===== config.mk =====
export PLATFORM = sky130hd
export DESIGN_NAME = ordered_list_store_flat
export DESIGN_NICKNAME = d
export VERILOG_FILES = /design/src/rtl/ols_pkg.sv /design/src/rtl/ols_req_if.sv /design/src/rtl/ols_rsp_if.sv /design/src/rtl/ordered_list_store.sv /design/src/rtl/ols_ram.sv /design/src/flat_wrapper.sv
export SDC_FILE = /design/constraint.sdc
export NUM_CORES = 2
export LEC_CHECK = 0
export BUFFER_PORTS_ARGS = -buffer_cell sky130_fd_sc_hd__buf_2
export CAP_MARGIN = 5
export CORE_MARGIN = 1
export CORE_UTILIZATION = 25
export CTS_CLUSTER_DIAMETER = 80
export CTS_CLUSTER_SIZE = 24
export DETAILED_ROUTE_END_ITERATION = 16
export SKIP_LAST_GASP = 1
export SYNTH_ARGS = -nofsm -noshare
export SYNTH_HDL_FRONTEND = slang
export SYNTH_SLANG_ARGS = --single-unit

===== constraint.sdc =====
create_clock -name clk -period 6.8 [get_ports clk]
set_clock_uncertainty 0.1 [all_clocks]
set_input_delay 0.34 -clock clk [delete_from_list [all_inputs] [get_ports clk]]
set_output_delay 0.34 -clock clk [all_outputs]
set_load 0.03 [all_outputs]

===== src/rtl/ols_pkg.sv =====
// ----------------------------------------------------------------------------
// ols_pkg
// Codes, field widths and payload types shared by the ordered list store.
// ----------------------------------------------------------------------------
`default_nettype none

package ols_pkg;

	localparam int FUNC_W  = 2;
	localparam int POS_W   = 8;
	localparam int DATA_W  = 32;
	localparam int STAT_W  = 2;
	localparam int COUNT_W = 8;

	typedef logic [FUNC_W-1:0]         func_t;
	typedef logic [POS_W-1:0]          pos_t;
	typedef logic signed [DATA_W-1:0]  data_t;
	typedef logic [STAT_W-1:0]         status_t;
	typedef logic [COUNT_W-1:0]        count_t;

	localparam func_t FUNC_INSERT = 2'd0;
	localparam func_t FUNC_DELETE = 2'd1;
	localparam func_t FUNC_READ   = 2'd2;

	localparam status_t STATUS_OK     = 2'd0;
	localparam status_t STATUS_BADPOS = 2'd1;
	localparam status_t STATUS_FULL   = 2'd2;

endpackage

`default_nettype wire


===== src/rtl/ols_req_if.sv =====
// ----------------------------------------------------------------------------
// ols_req_if
// Request channel: operation, position and word to insert.
// ----------------------------------------------------------------------------
`default_nettype none

interface ols_req_if;

	logic            valid;
	logic            ready;
	ols_pkg::func_t  func;
	ols_pkg::pos_t   position;
	ols_pkg::data_t  data_in;

	modport source (output valid, output func, output position, output data_in,
		input ready);
	modport sink (input valid, input func, input position, input data_in,
		output ready);

endinterface

`default_nettype wire


===== src/rtl/ols_rsp_if.sv =====
// ----------------------------------------------------------------------------
// ols_rsp_if
// Response channel: status, returned word, entry count and empty flag.
// ----------------------------------------------------------------------------
`default_nettype none

interface ols_rsp_if;

	logic              valid;
	logic              ready;
	ols_pkg::status_t  status;
	ols_pkg::data_t    data_out;
	ols_pkg::count_t   count;
	logic              is_empty;

	modport source (output valid, output status, output data_out, output count,
		output is_empty, input ready);
	modport sink (input valid, input status, input data_out, input count,
		input is_empty, output ready);

endinterface

`default_nettype wire


===== src/rtl/ordered_list_store.sv =====
// ----------------------------------------------------------------------------
// ordered_list_store
// List of signed words in positions 1..count with insert, delete and read.
// ----------------------------------------------------------------------------
//
//  channel  dir  fields                                   transfer when
//  req      in   func, position, data_in                  valid && ready
//  rsp      out  status, data_out, count, is_empty        valid && ready
//
//  Request handling: an insert at p with n entries moves the n-p+1 words at
//  p..n up through the entry RAM, one per cycle, then drains the read data,
//  writes the new word and responds. A delete reads the n-p+1 words from p,
//  returns the first and moves the rest down; a read fetches one word. Errors
//  and the unused code go straight to the response. Idle follows each response.
//  The single read and single write port of the entry RAM set the pace.
//  Reset clears the count and the sequencer; entry contents are left as is.
//  req.ready is high only when idle; a stalled response holds the block.
// ----------------------------------------------------------------------------
`default_nettype none

module ordered_list_store #(
	parameter int CAPACITY = 128
) (
	input  wire logic  clk,
	input  wire logic  arst_n,
	ols_req_if.sink    req,
	ols_rsp_if.source  rsp
);

	localparam int AW = $clog2(CAPACITY);
	localparam int CW = $clog2(CAPACITY + 1);
	localparam int MW = ((CW > ols_pkg::POS_W) ? CW : ols_pkg::POS_W) + 1;

	localparam logic [1:0] ST_IDLE  = 2'd0;
	localparam logic [1:0] ST_SHIFT = 2'd1;
	localparam logic [1:0] ST_RESP  = 2'd2;

	logic [1:0]         state_q;
	logic [CW-1:0]      cnt_q;
	logic [CW-1:0]      rd_left_q;
	logic [AW-1:0]      ptr_q;
	logic [AW-1:0]      raddr_prev_q;
	logic [AW-1:0]      tail_q;
	logic               rvalid_q;
	logic               first_q;
	logic               rfirst_q;
	ols_pkg::func_t     func_q;
	ols_pkg::data_t     data_q;
	ols_pkg::data_t     dout_q;
	ols_pkg::status_t   status_q;

	logic               ram_we;
	logic [AW-1:0]      ram_waddr;
	ols_pkg::data_t     ram_wdata;
	ols_pkg::data_t     ram_rdata;

	logic [MW-1:0]      pos_ext;
	logic [MW-1:0]      cnt_ext;
	logic               req_xfer;
	logic               rd_en;
	logic               shift_done;

	assign pos_ext    = MW'(req.position);
	assign cnt_ext    = MW'(cnt_q);
	assign req_xfer   = req.valid && req.ready;
	assign rd_en      = (state_q == ST_SHIFT) && (rd_left_q != '0);
	assign shift_done = (state_q == ST_SHIFT) && (rd_left_q == '0) && !rvalid_q;

	assign req.ready    = (state_q == ST_IDLE);
	assign rsp.valid    = (state_q == ST_RESP);
	assign rsp.status   = status_q;
	assign rsp.data_out = dout_q;
	assign rsp.count    = cnt_ext[ols_pkg::COUNT_W-1:0];
	assign rsp.is_empty = (cnt_q == '0);

	// ram write side: moved word, or the new word at the end of an insert
	always_comb begin
		ram_we    = 1'b0;
		ram_waddr = tail_q;
		ram_wdata = data_q;
		if (state_q == ST_SHIFT) begin
			if (rvalid_q) begin
				ram_wdata = ram_rdata;
				if (func_q == ols_pkg::FUNC_INSERT) begin
					ram_we    = 1'b1;
					ram_waddr = raddr_prev_q + AW'(1);
				end else if (!rfirst_q && func_q == ols_pkg::FUNC_DELETE) begin
					ram_we    = 1'b1;
					ram_waddr = raddr_prev_q - AW'(1);
				end
			end else if (shift_done && func_q == ols_pkg::FUNC_INSERT) begin
				ram_we = 1'b1;
			end
		end
	end

	ols_ram #(
		.DEPTH (CAPACITY),
		.AW    (AW)
	) u_ram (
		.clk   (clk),
		.we    (ram_we),
		.waddr (ram_waddr),
		.wdata (ram_wdata),
		.raddr (ptr_q),
		.rdata (ram_rdata)
	);

	always_ff @(posedge clk or negedge arst_n) begin
		if (!arst_n) begin
			state_q   <= ST_IDLE;
			cnt_q     <= '0;
			rd_left_q <= '0;
			rvalid_q  <= 1'b0;
			first_q   <= 1'b0;
			rfirst_q  <= 1'b0;
		end else begin
			unique case (state_q)
				ST_IDLE: begin
					if (req_xfer) begin
						func_q   <= req.func;
						data_q   <= req.data_in;
						dout_q   <= '0;
						status_q <= ols_pkg::STATUS_OK;
						rvalid_q <= 1'b0;
						first_q  <= 1'b0;
						tail_q   <= AW'(pos_ext - MW'(1));
						state_q  <= ST_RESP;
						if (req.func == ols_pkg::FUNC_INSERT) begin
							if (pos_ext == '0 || pos_ext > cnt_ext + MW'(1)) begin
								status_q <= ols_pkg::STATUS_BADPOS;
							end else if (cnt_q == CW'(CAPACITY)) begin
								status_q <= ols_pkg::STATUS_FULL;
							end else begin
								rd_left_q <= CW'(cnt_ext + MW'(1) - pos_ext);
								ptr_q     <= AW'(cnt_q - CW'(1));
								state_q   <= ST_SHIFT;
							end
						end else if (req.func == ols_pkg::FUNC_DELETE ||
							req.func == ols_pkg::FUNC_READ) begin
							if (pos_ext == '0 || pos_ext > cnt_ext) begin
								status_q <= ols_pkg::STATUS_BADPOS;
							end else begin
								rd_left_q <= (req.func == ols_pkg::FUNC_DELETE) ?
									CW'(cnt_ext + MW'(1) - pos_ext) : CW'(1);
								ptr_q     <= AW'(pos_ext - MW'(1));
								first_q   <= 1'b1;
								state_q   <= ST_SHIFT;
							end
						end
					end
				end
				ST_SHIFT: begin
					rvalid_q <= rd_en;
					if (rd_en) begin
						rd_left_q    <= rd_left_q - CW'(1);
						raddr_prev_q <= ptr_q;
						rfirst_q     <= first_q;
						first_q      <= 1'b0;
						ptr_q        <= (func_q == ols_pkg::FUNC_INSERT) ?
							ptr_q - AW'(1) : ptr_q + AW'(1);
					end
					// first word read back by delete or read is the result
					if (rvalid_q && rfirst_q && func_q != ols_pkg::FUNC_INSERT) begin
						dout_q <= ram_rdata;
					end
					if (shift_done) begin
						if (func_q == ols_pkg::FUNC_INSERT) begin
							cnt_q <= cnt_q + CW'(1);
						end else if (func_q == ols_pkg::FUNC_DELETE) begin
							cnt_q <= cnt_q - CW'(1);
						end
						state_q <= ST_RESP;
					end
				end
				ST_RESP: begin
					if (rsp.ready) begin
						state_q <= ST_IDLE;
					end
				end
				default: begin
					state_q <= ST_IDLE;
				end
			endcase
		end
	end

endmodule

`default_nettype wire


===== src/rtl/ols_ram.sv =====
// ----------------------------------------------------------------------------
// ols_ram
// Entry store: one write port, one read port, registered read data.
// ----------------------------------------------------------------------------
`default_nettype none

module ols_ram #(
	parameter int DEPTH = 128,
	parameter int AW    = $clog2(DEPTH)
) (
	input  wire logic             clk,
	input  wire logic             we,
	input  wire logic [AW-1:0]    waddr,
	input  wire ols_pkg::data_t   wdata,
	input  wire logic [AW-1:0]    raddr,
	output ols_pkg::data_t        rdata
);

	ols_pkg::data_t mem [DEPTH];

	always_ff @(posedge clk) begin
		if (we) begin
			mem[waddr] <= wdata;
		end
		rdata <= mem[raddr];
	end

endmodule

`default_nettype wire


===== src/flat_wrapper.sv =====
// flat-port wrapper written by rule: the top's interface ports become plain ports
module ordered_list_store_flat 
#(
	parameter int CAPACITY = 128
)
  (clk, arst_n, req_valid, req_func, req_position, req_data_in, req_ready, rsp_valid, rsp_status, rsp_data_out, rsp_count, rsp_is_empty, rsp_ready);
  ols_req_if req_i ();
  ols_rsp_if rsp_i ();
  input  wire logic clk;
  input  wire logic arst_n;
  input wire logic [$bits(req_i.valid)-1:0] req_valid;
  input wire logic [$bits(req_i.func)-1:0] req_func;
  input wire logic [$bits(req_i.position)-1:0] req_position;
  input wire logic [$bits(req_i.data_in)-1:0] req_data_in;
  output wire logic [$bits(req_i.ready)-1:0] req_ready;
  output wire logic [$bits(rsp_i.valid)-1:0] rsp_valid;
  output wire logic [$bits(rsp_i.status)-1:0] rsp_status;
  output wire logic [$bits(rsp_i.data_out)-1:0] rsp_data_out;
  output wire logic [$bits(rsp_i.count)-1:0] rsp_count;
  output wire logic [$bits(rsp_i.is_empty)-1:0] rsp_is_empty;
  input wire logic [$bits(rsp_i.ready)-1:0] rsp_ready;
  assign req_i.valid = req_valid;
  assign req_i.func = req_func;
  assign req_i.position = req_position;
  assign req_i.data_in = req_data_in;
  assign req_ready = req_i.ready;
  assign rsp_valid = rsp_i.valid;
  assign rsp_status = rsp_i.status;
  assign rsp_data_out = rsp_i.data_out;
  assign rsp_count = rsp_i.count;
  assign rsp_is_empty = rsp_i.is_empty;
  assign rsp_i.ready = rsp_ready;
  ordered_list_store #(.CAPACITY(CAPACITY)) u_core (.clk(clk), .arst_n(arst_n), .req(req_i), .rsp(rsp_i));
endmodule

==> results by group <==
Run status
  – Status: finished clean

CTS
  – Longest Clk Path Bufs: 4
  – Post-CTS sizing: 0
  – Setup bufs post-CTS: 0
  – CTS tree: done
  – # hold bufs at CTS: just under 70
  – Root Buffer Master: clkbuf_16
  – TritonCTS Buffers: 210
  – CTS clk-pin slew, worst paths: roughly 90 ps
  – H-tree depth: 4
  – Worst-Skew Late Latency: slightly below 1000 ps
  – Sink Count: between 4000 and 5000

STA
  – Rel. slew slack: 8.63%
  – Final setup vio count: 0
  – Final Hold Fails: 0
  – RSZ-0062 raised after global routing: no
  – Post-layout min period: between 5000 and 6000 ps
  – Slew of the pin with the lowest slew margin: 1370 ps
  – Max-slew violations: 0
  – Worst Slack Setup Final: between 1000 and 1500 ps
  – Highest Clock Rate: 183 MHz
  – Worst hold slack: 63.9 ps
  – TNS Setup: 0 ps
  – Tcrit/Tclk final: about four fifths

Power and ir drop
  – Static leakage: about 54 nW
  – Sw power: 14.7 mW
  – Clock share of power: roughly a quarter
  – Max IR drop VDD: ~0.00022 V
  – Cell internal pwr: about 39 mW
  – Reg power frac: 56.8%
  – Pwr Density: between 200 and 300 mW/mm2
  – Pwr Total: between 50 and 60 mW
  – Gate power share: 16.6%
  – Sw frac: between 20 and 30%

Synthesis
  – Async set-reset flop share out of synthesis: less than 1%
  – Synth Cell Area: 0.163 mm2
  – Number of synthesized register bits: about 4200
  – Synth warnings: 0
  – EDFF count, synth: about 4200
  – Syn_area_per_cell: between 20 and 25 um2
  – Cells after synthesis: between 6000 and 7000
  – Syn Nets: approximately 7000
  – Register area share after synthesis: between 70 and 80%
  – Synth Flop Type: edfxtp_1
  – Unique masters post-synth: 65

Place
  – Final GP Congestion: slightly above 0.9
  – DP HPWL: between 200 and 300 mm
  – Port bufs: 90
  – Worst slack at placement: approximately 1500 ps

Floorplan
  – Die H: a little over 800 um
  – Chip width: 809 um
  – # IOs: a little over 90
  – Initial Util: between 20% and 30%
  – Die area: approximately 0.66 mm2
  – FP Rows: 296
  – Area of the core: about 0.65 mm2

GRT
  – Overflow after GRT: 0
  – Initial antenna violation count: 33
  – Global-route wire length before repair: approximately 610 mm
  – Tot GR Track Use: between 10% and 20%
  – Gr busiest metal: met2
  – Pin count of the biggest net entering global routing: between 100 and 150
  – GRT met2 Usage: around 20%
  – GR Util met1: about 19%
  – Number of global-route vias before repair: roughly 74000
  – Met3 usage: 2.43%

Critical path
  – CP peak stage delay: approximately 1100 ps
  – Bufs and invs on worst path: 1
  – Crit. End Element: flip-flop
  – Critical Path RT: between 7000 and 8000 ps
  – Crit path max fanout: 32
  – Arrival @ worst endpoint: just under 6000 ps
  – Slowest-stage cell, CP: nor2_4
  – Setup CP Type: flip-flop to flip-flop
  – Setup crit start kind: flip-flop
  – CP Cell Sequence: or2_2 -> inv_1 -> a2bb2oi_1 -> o22ai_1 -> a21oi_1 -> o22a_1 -> nor2b_2 -> nand2_1 -> nor2_4
  – Critical path's top delay family: simple AND/OR/NAND/NOR gates

Drt
  – DR WL/cell: about 28 um
  – DR vias: between 70000 and 80000
  – WL final: 446 mm
  – Via density per instance: 4.80
  – DRC: 0
  – ANT nets after route: 0
  – Initial DRT Pass Iterations: 12
  – First-iteration detailed-routing DRC count: roughly 11000

Job
  – MaxCap Viol Count: 0

Final layout
  – Commonest non-fill, non-tap cell in the layout: edfxtp_1
  – Layout area overhead: 12.2%
  – Post-Route Utilization: between 20% and 30%
  – Fill count: ~63000
  – NumNets Final: 7264
  – Layout cells sized above 1: a little over a quarter
  – Commonest cells after routing, fill and taps aside: edfxtp_1, mux4_2, clkbuf_16

Hold path
  – HP Class: primary input to flip-flop
-- metrics by stage --
| stage | cell area [um2] | cells |
|---|---|---|
| 2_1_floorplan | 163000 | 6931 |
| 3_3_place_gp | 176000 | 15500 |
| 3_5_place_dp | 176000 | 15500 |
| 4_1_cts | 183000 | 15900 |
| 5_1_grt | 183000 | 15900 |
| 6_report | 183000 | 15900 |
-- synthesized netlist by cell type, types with 39 or more instances --
cell type  count  area (um2)
nand3_1       80         400
a22oi_1       98         736
edfxtp_1    4185      126000
nor2_1       171         642
nand4_1       68         425
buf_1         44         165
mux2i_1      132        1320
mux4_2      1216       27400
and2_1        39         244
nand2_1      144         541
buf_2        109         546
clkbuf_1     194         728
a21oi_1       62         310
-- state kept, by name, indices dropped and copies added, names as in the netlist, 2 cells and up --
signal               cells
u_core.u_ram.mem      4096
u_core.data_q           32
u_core.rsp.data_out     32
u_core.u_ram.rdata      32
u_core.rd_left_q         8
u_core.rsp.count         8
u_core.ptr_q             7
u_core.raddr_prev_q      7
u_core.tail_q            7
u_core.func_q            2
u_core.rsp.status        2
u_core.state_q           2
-- power by group through the flow --
stage | combinational, mW | clock, mW | sequential, mW
6_report | 8.87 | 14.2 | 30.3
5_1_grt | 9.17 | 15.2 | 30.3
4_1_cts | 8.86 | 14.4 | 30.3
3_5_place_dp | 8.80 | 0 | 30.9
3_3_place_gp | 8.62 | 0 | 30.9
2_1_floorplan | 4.79 | 0 | 30.7
-- path summary, 6_finish.rpt --
check                                           startpoint                             endpoint  slack [ps]  cells past startpoint
min in group asynchronous                           arst_n      u_core.rsp.count[4]$_DFFE_PN0P_         730                      3
worst min register to register  u_core.first_q$_DFFE_PN0P_          u_core.rfirst_q$_DFFE_PN0P_         460                      1
worst max register to register  u_core.func_q[1]$_DFFE_PP_  u_core.u_ram.mem[114][24]$_DFFE_PP_        1350                      9
max in group asynchronous                           arst_n          u_core.rvalid_q$_DFFE_PN0P_        5180                      3
worst max-delay path            u_core.func_q[1]$_DFFE_PP_  u_core.u_ram.mem[114][24]$_DFFE_PP_        1350                      9
worst min-delay path                       req_data_in[10]          u_core.data_q[10]$_DFFE_PP_          60                      2
-- cells by family after synthesis --
group	share of synthesized area, %
flops	77.8
compound gates	0.997
fa+ha+maj	0.301
simple gates	1.75
mux	17.9
buf+inv	1.04
xor+xnor	0.193
-- worst reg2reg max path: cells and delay by family (launching register included) --
| kind | cells | cell delay, ps |
|---|---|---|
| AO/OA/AOI/OAI | 4 | 770 |
| AND/OR/NAND/NOR | 4 | 3000 |
| flip-flops | 1 | 480 |
| buffers and inverters | 1 | 620 |
-- metal layers --
| metal | routed length, um | vias to the layer above |
|---|---|---|
| met5 | 373 | - |
| met4 | 17500 | 10 |
| met3 | 40400 | 529 |
| met2 | 203000 | 3985 |
| met1 | 185000 | 42000 |
| li1 | - | 29900 |
-- layout make-up --
type                       instances  area (um2)  area share (%)
sequential                      4238      127000            69.4
multi-input combinational       2295       35600            19.5
tap                             8642       10800            5.91
clock buffer                     261        5530            3.02
timing repair buffer             399        3380            1.85
clock inverter                    38         517           0.283
inverter                          36         135          0.0739
antenna                           12        30.0          0.0164
Power figures use the tool's default switching activity.
